### config.mk
export PLATFORM = sky130hd
export DESIGN_NAME = gpu_mmio_register_stub
export DESIGN_NICKNAME = d
export VERILOG_FILES = /design/src/gms_pkg.sv /design/src/gpu_mmio_register_stub.sv /design/src/gms_regs.sv
export SDC_FILE = /design/constraint.sdc
export NUM_CORES = 1
export LEC_CHECK = 0
export BUFFER_PORTS_ARGS = -buffer_cell sky130_fd_sc_hd__buf_4
export CAP_MARGIN = 20
export CELL_PAD_IN_SITES_DETAIL_PLACEMENT = 0
export CELL_PAD_IN_SITES_GLOBAL_PLACEMENT = 2
export CORE_ASPECT_RATIO = 0.75
export CORE_UTILIZATION = 30
export CTS_BUF_LIST = sky130_fd_sc_hd__clkbuf_16
export CTS_CLUSTER_SIZE = 12
export DETAILED_ROUTE_END_ITERATION = 7
export PLACE_DENSITY_LB_ADDON = 0.08
export SYNTH_ARGS = -nofsm -noshare
export SYNTH_HDL_FRONTEND = slang
export SYNTH_SLANG_ARGS = --single-unit
### constraint.sdc
create_clock -name clk -period 3.9 [get_ports clk]
set_input_delay 0.195 -clock clk [delete_from_list [all_inputs] [get_ports clk]]
set_output_delay 0.195 -clock clk [all_outputs]
set_load 0.005 [all_outputs]
### src/gms_pkg.sv
`timescale 1ns / 1ps
// ----------------------------------------------------------------------------
// gms_pkg: shared types and constants for the register stub
// Register offsets, fixed read words, bit masks and the bus access struct.
// ----------------------------------------------------------------------------
package gms_pkg;

	localparam int unsigned AddrW = 28;
	localparam int unsigned DataW = 32;

	typedef logic [AddrW-1:0] addr_t;
	typedef logic [DataW-1:0] word_t;

	// one bus access
	typedef struct packed {
		logic  op;     // 1 = write
		addr_t addr;
		word_t wdata;
	} gms_access_t;

	localparam logic OP_READ  = 1'b0;
	localparam logic OP_WRITE = 1'b1;

	// offsets
	localparam addr_t OFS_GT_ID     = 28'h00D8C;
	localparam addr_t OFS_DISP_ID   = 28'h510A0;
	localparam addr_t OFS_WAKE_GSC  = 28'h0A618;
	localparam addr_t OFS_ACK_GSC   = 28'h00DF8;
	localparam addr_t OFS_WAKE_GT   = 28'h0A188;
	localparam addr_t OFS_ACK_GT_A  = 28'h130044;
	localparam addr_t OFS_ACK_GT_B  = 28'h00DFC;
	localparam addr_t OFS_MEM_INFO  = 28'h45700;
	localparam addr_t OFS_STEER     = 28'h00FD0;
	localparam addr_t OFS_GFX_CTL   = 28'h108040;
	localparam addr_t OFS_PROTECTED = 28'h10100C;
	localparam addr_t OFS_VF_CAP    = 28'h1901F8;
	localparam addr_t OFS_AUX_A     = 28'h64010;
	localparam addr_t OFS_AUX_B     = 28'h64110;
	localparam addr_t OFS_PP_STAT   = 28'h61200;
	localparam addr_t OFS_PP_CTL    = 28'h61204;
	localparam addr_t OFS_WELL1     = 28'h45400;
	localparam addr_t OFS_WELL2     = 28'h45404;
	localparam addr_t OFS_WELL3     = 28'h45408;
	localparam addr_t OFS_WELL4     = 28'h4540C;
	localparam addr_t OFS_PLL       = 28'h46070;
	localparam addr_t OFS_FUSE      = 28'h42000;
	localparam addr_t OFS_SLICE0    = 28'h45008;
	localparam addr_t OFS_SLICE1    = 28'h44FE8;
	localparam addr_t OFS_SLICE2    = 28'h44300;
	localparam addr_t OFS_SLICE3    = 28'h44304;
	localparam addr_t OFS_CDCLK     = 28'h46000;
	localparam addr_t OFS_DC_STATE  = 28'h45504;

	// fixed read words
	localparam word_t VAL_GT_ID     = 32'h0500_4001;
	localparam word_t VAL_DISP_ID   = 32'h0380_4000;
	localparam word_t VAL_PP_STAT   = 32'hC000_0000;
	localparam word_t VAL_WELL      = 32'hFFFF_FFFF;
	localparam word_t VAL_FUSE      = 32'h8FFC_0000;
	localparam word_t VAL_GFX_CTL   = 32'h0000_04C0;
	localparam word_t VAL_MEM_INFO  = 32'h0000_0112;
	localparam word_t VAL_PROTECTED = 32'h0000_0200;
	localparam word_t VAL_CDCLK     = 32'h0800_0000;
	localparam word_t VAL_ZERO      = 32'h0000_0000;

	// bit masks
	localparam word_t BIT31 = 32'h8000_0000;
	localparam word_t BIT30 = 32'h4000_0000;
	localparam word_t BIT28 = 32'h1000_0000;
	localparam word_t BIT25 = 32'h0200_0000;
	localparam word_t BIT18 = 32'h0004_0000;

	localparam word_t DC_READ_SET = 32'h4000_000B;

	// reset values
	localparam word_t RST_POWER_STATE = 32'h2000_0000;
	localparam word_t RST_STEER_LOCK  = 32'h0000_0001;

	localparam int unsigned NumSlices = 4;
	localparam int unsigned SliceIdxW = $clog2(NumSlices);

endpackage

### src/gpu_mmio_register_stub.sv
`timescale 1ns / 1ps
// Pipeline: an access goes through the input register, then the result
// register, which holds its read word until the sink takes it.
// Throughput: one access per cycle unless the sink stalls with both registers
// full; the register file is read and updated between the two registers.
// Reset: arst_n is asynchronous, active low; clears both stage valids and puts
// every register file word to reset (DC state 0x20000000, steering lock 1).
// ----------------------------------------------------------------------------
// gpu_mmio_register_stub: graphics-controller register block
// Takes one 32-bit read or write per transfer and returns one read word.
// ----------------------------------------------------------------------------
module gpu_mmio_register_stub (
	input  logic                clk,
	input  logic                arst_n,
	// access channel
	input  logic                in_valid,
	output logic                in_stall,
	input  logic                op,
	input  gms_pkg::addr_t      addr,
	input  gms_pkg::word_t      wdata,
	// result channel
	output logic                out_valid,
	input  logic                out_stall,
	output gms_pkg::word_t      rdata
);
	import gms_pkg::*;

	// input stage
	logic        valid_s1;
	gms_access_t acc_s1;

	// result register
	logic  out_valid_q;
	word_t rdata_q;

	logic  advance;   // stage 1 may move into the result register
	logic  fire;      // access in stage 1 is served this cycle
	word_t rd_comb;

	// Stage 1 moves on whenever the result register is empty or being
	// taken, so back-to-back transfers flow at one per cycle. Stall only
	// backs up when both stages are full and the sink is stalling.
	assign advance  = !out_valid_q || !out_stall;
	assign fire     = valid_s1 && advance;
	assign in_stall = valid_s1 && !advance;

	always_ff @(posedge clk or negedge arst_n) begin
		if (!arst_n) begin
			valid_s1 <= 1'b0;
		end else if (!in_stall) begin
			valid_s1 <= in_valid;
		end
	end

	// payload: no reset needed
	always_ff @(posedge clk) begin
		if (in_valid && !in_stall) begin
			acc_s1.op    <= op;
			acc_s1.addr  <= addr;
			acc_s1.wdata <= wdata;
		end
	end

	// Register file: state updates happen as the access leaves stage 1,
	// so side effects land in transfer order.
	gms_regs u_regs (
		.clk    (clk),
		.arst_n (arst_n),
		.fire   (fire),
		.acc    (acc_s1),
		.rdata  (rd_comb)
	);

	always_ff @(posedge clk or negedge arst_n) begin
		if (!arst_n) begin
			out_valid_q <= 1'b0;
		end else if (advance) begin
			out_valid_q <= valid_s1;
		end
	end

	always_ff @(posedge clk) begin
		if (fire) begin
			rdata_q <= rd_comb;
		end
	end

	assign out_valid = out_valid_q;
	assign rdata     = rdata_q;

`ifndef SYNTHESIS
	// input only backs up when both stages hold an item and the sink stalls
	a_stall_cause: assert property (@(posedge clk) disable iff (!arst_n)
		in_stall |-> (valid_s1 && out_valid_q && out_stall))
		else $error("input stalled without a full pipeline");

	// every served access shows up in the result register next cycle
	a_fire_result: assert property (@(posedge clk) disable iff (!arst_n)
		fire |=> out_valid_q)
		else $error("served access produced no result");

	// a write always returns zero read data
	a_write_zero: assert property (@(posedge clk) disable iff (!arst_n)
		(fire && acc_s1.op == OP_WRITE) |=> (rdata_q == VAL_ZERO))
		else $error("write returned non-zero data");
`endif

endmodule

### src/gms_regs.sv
`timescale 1ns / 1ps
// ----------------------------------------------------------------------------
// gms_regs: register file and address decode
// Serves one access per enabled cycle: read mux plus read/write side effects.
// ----------------------------------------------------------------------------
module gms_regs (
	input  logic                clk,
	input  logic                arst_n,
	input  logic                fire,
	input  gms_pkg::gms_access_t acc,
	output gms_pkg::word_t      rdata
);
	import gms_pkg::*;

	word_t wake_gsc_q;
	word_t wake_gt_q;
	word_t pll_word_q;
	word_t slice_ctl_q [NumSlices];
	word_t panel_ctl_q;
	word_t power_state_q;
	word_t steer_lock_q;
	word_t aux_ctl_word_q;

	logic                 slice_hit;
	logic [SliceIdxW-1:0] slice_idx;
	word_t                rd;
	word_t                aux_new;

	always_comb begin
		slice_hit = 1'b1;
		slice_idx = '0;
		case (acc.addr)
			OFS_SLICE0: slice_idx = SliceIdxW'(0);
			OFS_SLICE1: slice_idx = SliceIdxW'(1);
			OFS_SLICE2: slice_idx = SliceIdxW'(2);
			OFS_SLICE3: slice_idx = SliceIdxW'(3);
			default:    slice_hit = 1'b0;
		endcase
	end

	// done and bit 18 set, busy/error cleared
	assign aux_new = (acc.wdata & ~(BIT31 | BIT28 | BIT25)) | BIT30 | BIT18;

	always_comb begin
		rd = VAL_ZERO;
		if (slice_hit) begin
			rd = slice_ctl_q[slice_idx] | BIT30;
		end else begin
			case (acc.addr)
				OFS_GT_ID:                 rd = VAL_GT_ID;
				OFS_DISP_ID:               rd = VAL_DISP_ID;
				OFS_ACK_GSC:               rd = wake_gsc_q;
				OFS_ACK_GT_A, OFS_ACK_GT_B: rd = wake_gt_q;
				OFS_PP_STAT:               rd = VAL_PP_STAT;
				OFS_PP_CTL:                rd = panel_ctl_q;
				OFS_WELL1, OFS_WELL2,
				OFS_WELL3, OFS_WELL4:      rd = VAL_WELL;
				OFS_PLL:                   rd = pll_word_q & ~BIT31;
				OFS_FUSE:                  rd = VAL_FUSE;
				OFS_GFX_CTL:               rd = VAL_GFX_CTL;
				OFS_VF_CAP:                rd = VAL_ZERO;
				OFS_MEM_INFO:              rd = VAL_MEM_INFO;
				OFS_PROTECTED:             rd = VAL_PROTECTED;
				OFS_CDCLK:                 rd = VAL_CDCLK;
				OFS_DC_STATE:              rd = power_state_q | DC_READ_SET;
				OFS_AUX_A, OFS_AUX_B:      rd = aux_ctl_word_q;
				OFS_STEER:                 rd = steer_lock_q;
				default:                   rd = VAL_ZERO;
			endcase
		end
	end

	assign rdata = (acc.op == OP_WRITE) ? VAL_ZERO : rd;

	always_ff @(posedge clk or negedge arst_n) begin
		if (!arst_n) begin
			wake_gsc_q     <= '0;
			wake_gt_q      <= '0;
			pll_word_q     <= '0;
			for (int i = 0; i < NumSlices; i++) begin
				slice_ctl_q[i] <= '0;
			end
			panel_ctl_q    <= '0;
			power_state_q  <= RST_POWER_STATE;
			steer_lock_q   <= RST_STEER_LOCK;
			aux_ctl_word_q <= '0;
		end else if (fire) begin
			if (acc.op == OP_WRITE) begin
				if (slice_hit) begin
					slice_ctl_q[slice_idx] <= acc.wdata;
				end else begin
					case (acc.addr)
						OFS_WAKE_GSC: wake_gsc_q <= acc.wdata;
						OFS_WAKE_GT:  wake_gt_q <= acc.wdata;
						OFS_STEER:    steer_lock_q <= acc.wdata;
						OFS_AUX_A, OFS_AUX_B: begin
							if (acc.wdata[31]) begin
								aux_ctl_word_q <= aux_new;
							end
						end
						OFS_PLL:      pll_word_q <= acc.wdata;
						OFS_PP_CTL:   panel_ctl_q <= acc.wdata;
						OFS_DC_STATE: power_state_q <= power_state_q | acc.wdata;
						default:      ;
					endcase
				end
			end else begin
				// read side effects
				case (acc.addr)
					OFS_PLL:      pll_word_q <= pll_word_q & ~BIT31;
					OFS_DC_STATE: power_state_q <= power_state_q | DC_READ_SET;
					default:      ;
				endcase
			end
		end
	end

`ifndef SYNTHESIS
	// DC state bit 29 is set at reset and can only be ORed, never cleared
	a_dc_bit29_sticky: assert property (@(posedge clk) disable iff (!arst_n)
		power_state_q[29])
		else $error("DC state bit 29 lost");

	// a read of the PLL word never returns bit 31
	a_pll_read_clear: assert property (@(posedge clk) disable iff (!arst_n)
		(acc.op == OP_READ && acc.addr == OFS_PLL) |-> !rdata[31])
		else $error("PLL read returned bit 31");

	// an AUX write without bit 31 leaves the control word alone
	a_aux_hold: assert property (@(posedge clk) disable iff (!arst_n)
		(fire && acc.op == OP_WRITE && !acc.wdata[31]) |=> $stable(aux_ctl_word_q))
		else $error("AUX control changed without bit 31");
`endif

endmodule

==> results of run 1 <==
==> cells in the mapped netlist (4+ instances only) <==
cell type  count  area share [%]
o22ai_1        9            0.29
nor4bb_1       5            0.26
mux2_4       117             9.1
a222oi_1      53             2.8
buf_2         34            0.88
nor3_2         5            0.26
nor4_1        14            0.45
and4_1         5            0.23
nand4_1       10            0.32
a221o_1       14            0.73
a21oi_1       14            0.36
nor2_1        17            0.33
and2_1         8            0.26
nor3_1         8            0.21
buf_4         10            0.39
a21boi_0      12            0.47
a221oi_1      13            0.59
a31oi_1       12            0.39
a2111oi_0      7            0.32
a211oi_1       4            0.16
a22oi_1       27             1.1
mux2_1         7            0.41
buf_1          8            0.16
nor4b_1        7            0.32
nand2_1       51            0.99
nand3_1        9            0.23
a41oi_1        7            0.32
a22o_1         9            0.41
mux2_2       186              11
edfxtp_1      93              14
buf_6         13            0.76
and3_1        23            0.75
or2_2          4            0.13
a21o_1        48             1.9
nor2b_1        7            0.23
dfrtp_1      339              44
clkbuf_1      51            0.99
==> logic make-up after synthesis <==
| family | Yosys count |
|---|---|
| AO/OA/AOI/OAI | 248 |
| AND/OR/NAND/NOR | 211 |
| buffers and inverters | 120 |
| multiplexers | 310 |
| flip-flops | 434 |
==> layout make-up <==
class / instances / share of cell area [%]
sequential: 434 / 48.41
multi-input combinational: 769 / 31.64
inverter: 3 / 0.04812
clock inverter: 38 / 0.9036
timing repair buffer: 230 / 9.047
clock buffer: 50 / 5.347
tap: 861 / 4.604
==> final timing paths <==
kind | cells after the start | slack [ps] | startpoint | end
worst max-delay path | 8 | 330 | acc_s1[57] | u_regs.slice_ctl_q[41]
worst min-delay path | 2 | 260 | arst_n | u_regs.slice_ctl_q[86]
worst max register to register | 8 | 330 | acc_s1[57] | u_regs.slice_ctl_q[41]
worst min register to register | 1 | 460 | u_regs.power_state_q[10] | u_regs.power_state_q[10]
max in group asynchronous | 3 | 2580 | arst_n | u_regs.steer_lock_q[0]
min in group clk | 2 | 330 | addr[18] | acc_s1[50]
==> per-stage QoR <==
stage / total power (uW) / setup WS (ps) / std cells / hold WS [ps] / cell area (um^2)
after floorplan: 4949 / 973.3 / 1323 / -100.6 / 19280
after global placement: 5213 / 465.2 / 2231 / 315.1 / 21270
after detailed placement: 5210 / 471.1 / 2232 / 321.1 / 21290
after CTS: 9650 / 439.3 / 2385 / 290.2 / 23400
after global routing: 9866 / 301.5 / 2385 / 310.6 / 23400
final: 9484 / 327.8 / 2385 / 259.4 / 23400
==> layer usage <==
metal	routed length, um	up-vias	part of all wire [%]	global-route usage, %
met2	26500	264	43	28.13
li1	-	5457	-	-
met5	0	-	0	0
met1	31280	6591	51	29.56
met4	1137	0	1.8	4.620
met3	2694	79	4.4	3.188
==> state kept, by name, summed over array words and instances (netlist names) <==
signal	count
u_regs.pll_word_q	31
u_regs.wake_gt_q	32
acc_s1	61
out_valid	1
u_regs.panel_ctl_q	32
u_regs.aux_ctl_word_q	28
u_regs.steer_lock_q	32
u_regs.wake_gsc_q	32
u_regs.slice_ctl_q	124
u_regs.power_state_q	28
valid_s1	1
rdata	32
==> critical path: stages, from the launching register on <==
cell and delay [ps]:
edfxtp_1 410, nor4_4 680, nand4_1 170, buf_4 250, nor3_2 570, buf_4 360
and2_2 190, buf_4 360, mux2_2 390
==> report_power, final <==
part / switching, uW / leakage, uW / internal (uW)
Sequential: 111 / 0.00566 / 4720
Clock: 1880 / 0.000770 / 2430
Combinational: 194 / 0.00406 / 144
Total: 2190 / 0.0105 / 7290
==> repair_timing <==
action / 4_1_cts / 5_1_grt
hold endpoints to repair: 160 / 0
resized for setup: 0 / 0
hold buffers: 65 / 0
==> metrics.csv, run 1 <==
stage,metric,value,unit
outcome,outcome,"complete, no violations",
grt,gr ovfl total,0,
sta,Slew HR,33.93,%
sta,period utilization,91.59,%
detailed_routing,Vias,12390,
final_layout,most frequent cells in the layout,"dfrtp_1, mux2_2, buf_4",
placed_design,IO Port Bufs,98,
clock_tree,root buffer cell,clkbuf_16,
clock_tree,CTS tree,built,
yosys,mean post-synth cell area,14.57,um^2
die,Chip Height,221.5,um
run,Max-Cap Viols,0,
clock_tree,Setup Buffers After CTS,0,
worst_setup_path,endpoint class of the critical path,flip-flop,
grt,vias in the first global route,13150,
die,Initial Utilization,30.33,%
yosys,Synth warnings,0,
sta,final slew viol count,0,
yosys,post-synthesis sequential area ratio,58.77,%
grt,initial antenna violation count,1,
hold_path,type of the worst min-delay path,input pin to asynchronous set/reset pin,
sta,maximum clock rate,0.2799,GHz
clock_tree,H-Tree Depth,2,
detailed_routing,number of DRC markers in iteration 0,1001,
final_layout,final core occ,36.82,%
yosys,ys async rst share,78.57,%
yosys,mux share of post-synthesis cell area,20.39,%
yosys,"Distinct cells, synth",73,
clock_tree,clock slew at reported path FFs,60,ps
clock_tree,Num CTS Buffers,48,
final_layout,Multi-input gate area,7403,um^2
placed_design,dpl hpwl,37.95,mm
pwr,static leakage,0.01049,uW
worst_setup_path,WS Path Type,flip-flop to flip-flop,
final_layout,area delta synth->final,21.39,%
yosys,"EDFF count, synth",93,
yosys,Compound-Gate Fraction of Synth Area,10.55,%
detailed_routing,drt wl/cell,25.83,um
detailed_routing,1st-pass router iterations,6,
worst_setup_path,worst path required time,4360,ps
grt,largest net degree at the start of global routing,102,
yosys,Syn Inst Count,1323,
yosys,Adder-Cell Fraction of Synth Area,0,%
final_layout,"commonest non-fill, non-tap cell in the layout",dfrtp_1,
grt,first-pass GRT wire length,92.54,mm
detailed_routing,drt total wl,61.61,mm
sta,final setup violation count,0,
yosys,Synth Register Bits,434,
die,IO Count,99,
detailed_routing,vias per inst,5.195,
detailed_routing,Residual DRC,0,
sta,Setup TNS,0,ps
sta,final hold vios,0,
placed_design,Placer Congestion,0.8220,
yosys,xor/xnor share of the synthesized area,0,%
clock_tree,clk sinks,434,
detailed_routing,Antenna Violating Nets Remaining,0,
final_layout,NumNets Final,1551,
sta,RSZ-0062 raised after global routing,no,
yosys,area share of and/or/nand/nor cells after synthesis,7.030,%
clock_tree,Longest Clk Path Bufs,3,
yosys,Synth Flop Type,dfrtp_1,
die,Die Width,294.7,um
final_layout,Antenna Cells,0,
worst_setup_path,Worst Path Max Fanout,18,
final_layout,register area,11330,um^2
worst_setup_path,Worst Path Arrival,4030,ps
final_layout,fillers,6072,
yosys,main combinational cell family by area after synthesis,multiplexers,
sta,Final min period,3572,ps
yosys,Syn Nets,1388,
clock_tree,clk_lat worst skew,580,ps
sta,clock skew,14.62,ps
final_layout,layout cells sized above 1,37.80,%
pwr,Peak supply drop,0.2366,mV
yosys,Netlist Area Pre-Place,19280,um^2
die,Core ar.,63560,um^2
worst_setup_path,CP Launch Type,flip-flop,
sta,worst-margin pin slew,991.1,ps
pwr,power per cell area,405.3,nW/um^2
die,full die area,65280,um^2
die,Rows,80,
grt,GR Util All Layers,19.31,%
(Power assumes the default switching activity.)
==> inputs of run 2 (changes only) <==
Settings changed: CELL_PAD_IN_SITES_DETAIL_PLACEMENT 0 to unset, CELL_PAD_IN_SITES_GLOBAL_PLACEMENT 2 to unset, MAX_ROUTING_LAYER set to met4.
==> run 2 against run 1 <==
- the flow now finishes with violations (DRC)
- final area hardly changed
- flip-flop and latch count stayed put
- hold slack better by 52 ps
- fmax is 5.5% higher
- clock skew is 6.3 ps higher
- clock-buffer cell count is 1 higher
- critical path depth is 2 lower
- clock power is 1% higher
- largest cell class unchanged
- largest power group unchanged
- highest routed layer unchanged
==> metrics.csv, run 2 (same netlist as run 1, synthesis figures left out) <==
stage,metric,value,unit,change
final_layout,NumNets Final,1549,,-0.13%
pwr,Comb power frac,3.6,%,about the same
placed_design,IO Port Bufs,98,,unchanged
clock_tree,cts repair resizes,0,,unchanged
clock_tree,CTS tree,built,,
placed_design,dpl hpwl,37.69,mm,-0.69%
grt,vias in the first global route,13070,,-0.62%
pwr,Clk pwr share,45.8,%,+0.3 points
sta,Post-Route Hold Slack,311.0,ps,+51.59 ps
placed_design,Setup WS pre-CTS,532.2,ps,+61.16 ps
clock_tree,root buffer cell,clkbuf_16,,
clock_tree,clock slew at reported path FFs,60,ps,about the same
die,Rows,80,,unchanged
detailed_routing,DR WL met3,3.332,mm,+24%
worst_setup_path,Worst Path Max Fanout,20,,+2
clock_tree,Longest Clk Path Bufs,3,,unchanged
worst_setup_path,WS Path Type,flip-flop to flip-flop,,
detailed_routing,M1 WL,30.70,mm,-1.8%
pwr,static leakage,0.01050,uW,about the same
detailed_routing,Antenna Violating Nets Remaining,0,,unchanged
outcome,violated checks,DRC,,
sta,worst-margin pin slew,1001,ps,+9.522 ps
sta,clock skew,20.89,ps,+6.269 ps
sta,Setup TNS,0,ps,unchanged
sta,RSZ-0062 raised after global routing,no,,
final_layout,fillers,6114,,+0.69%
placed_design,Placer Congestion,0.8432,,+2.6%
sta,Slew HR,33.22,%,-0.71 points
clock_tree,H-Tree Depth,2,,unchanged
worst_setup_path,Worst Path Arrival,3850,ps,-180 ps
worst_setup_path,endpoint class of the critical path,flip-flop,,
final_layout,area delta synth->final,21.49,%,about the same
clock_tree,clk sinks,434,,unchanged
die,full die area,65280,um^2,unchanged
die,Die Width,294.7,um,unchanged
sta,final setup violation count,0,,unchanged
pwr,sw power,2244,uW,+2.5%
pwr,internal power,7295,uW,about the same
placed_design,placed cells,2228,,-0.18%
final_layout,register area,11330,um^2,unchanged
sta,final slew viol count,0,,unchanged
detailed_routing,drt wl/cell,25.84,um,about the same
outcome,outcome,"complete, but fails checks",,
sta,Final min period,3387,ps,-184.9 ps
die,IO Count,99,,unchanged
detailed_routing,vias per inst,5.220,,+0.47%
pwr,Peak supply drop,0.2842,mV,+20%
grt,first-pass GRT wire length,91.78,mm,-0.83%
die,Initial Utilization,30.33,%,unchanged
detailed_routing,Residual DRC,1,,+1
worst_setup_path,CP Launch Type,flip-flop,,
final_layout,layout cells sized above 1,37.61,%,-0.18 points
sta,final hold vios,0,,unchanged
final_layout,post-layout instance area,23420,um^2,about the same
detailed_routing,routed wl met2,26.31,mm,-0.72%
final_layout,Multi-input gate area,7403,um^2,unchanged
die,Core ar.,63560,um^2,unchanged
sta,period utilization,86.85,%,-4.7 points
clock_tree,Setup Buffers After CTS,0,,unchanged
grt,gr ovfl total,0,,unchanged
placed_design,Placed Area,21260,um^2,-0.12%
pwr,Flop pwr share,50.7,%,-0.2 points
final_layout,"commonest non-fill, non-tap cell in the layout",dfrtp_1,,
pwr,Sw Share,23.52,%,+0.44 points
final_layout,most frequent cells in the layout,"dfrtp_1, mux2_2, buf_4",,
detailed_routing,Vias,12470,,+0.60%
pwr,power per cell area,407.3,nW/um^2,+0.50%
grt,largest net degree at the start of global routing,110,,+7.8%
detailed_routing,number of DRC markers in iteration 0,982,,-1.9%
hold_path,type of the worst min-delay path,input pin to asynchronous set/reset pin,,
final_layout,Largest regs,"u_regs.slice_ctl_q x124, acc_s1 x61",,
detailed_routing,drt total wl,61.70,mm,+0.13%
clock_tree,clk_lat worst skew,590,ps,about the same
grt,GR Util All Layers,19.76,%,+0.45 points
worst_setup_path,worst path required time,4360,ps,about the same
detailed_routing,highest routed layer,met4,,
final_layout,final cell count without fillers,2388,,+0.13%
final_layout,max reg flops,124,,unchanged
die,Chip Height,221.5,um,unchanged
run,Max-Cap Viols,0,,unchanged
grt,initial antenna violation count,2,,+1
sta,maximum clock rate,0.2952,GHz,+5.5%
sta,setup ws final,512.7,ps,+184.9 ps
detailed_routing,1st-pass router iterations,8,,+2
final_layout,most flop-heavy register,u_regs.slice_ctl_q,,
clock_tree,Num CTS Buffers,50,,+4.2%
[run 2: worst max-delay path, stage by stage, from the launching register on]
cell,delay [ps]
edfxtp_1,530
or4_4,580
or4_1,540
nor3_4,570
and3_2,290
buf_4,390
mux2_4,340
[run 2: final timing paths]
kind                            depth (start not counted)                    start  slack [ps]                      end
worst min register to register                          1  u_regs.power_state_q[4]         450  u_regs.power_state_q[4]
min in group clk                                        2                 addr[18]         320               acc_s1[50]
max in group asynchronous                               3                   arst_n        2530   u_regs.steer_lock_q[0]
worst min-delay path                                    2                   arst_n         310   u_regs.slice_ctl_q[91]
worst max-delay path                                    6               acc_s1[35]         510  u_regs.steer_lock_q[23]
worst max register to register                          6               acc_s1[35]         510  u_regs.steer_lock_q[23]
[run 2: metrics by stage]
step           utilization, %  total power, uW
2_1_floorplan               -             4949
3_3_place_gp            33.45             5219
3_5_place_dp            33.45             5217
4_1_cts                 36.84             9711
5_1_grt                 36.84             9933
6_report                36.84             9539
[run 2: what timing repair did]
action                                  4_1_cts  5_1_grt
endpoints found under the setup margin        0        0
hold buffers                                 65        0
hold endpoints to repair                    168        0
[run 2: area by class of cell]
cell class / count / area share [%]
diodes: 1 / 0.01069
flip-flops and latches: 434 / 48.37
inverters: 3 / 0.04808
repair buffers: 226 / 8.933
clock inverters: 43 / 0.9724
clock buffers: 51 / 5.450
well taps: 861 / 4.600
multi-input cells: 769 / 31.61
[run 2: power by group through the flow]
stage          registers (uW)  clock network, uW  logic, uW
6_report                 4830               4370        341
5_1_grt                  4840               4710        375
4_1_cts                  4830               4530        351
3_5_place_dp             4920                  0        299
3_3_place_gp             4920                  0        300
2_1_floorplan            4830                  0        118
[run 2: metal layers]
metal	track usage [%]	up-vias
met5	-	-
met4	5.141	0
met3	3.939	91
met2	27.57	304
met1	28.94	6616
li1	-	5454
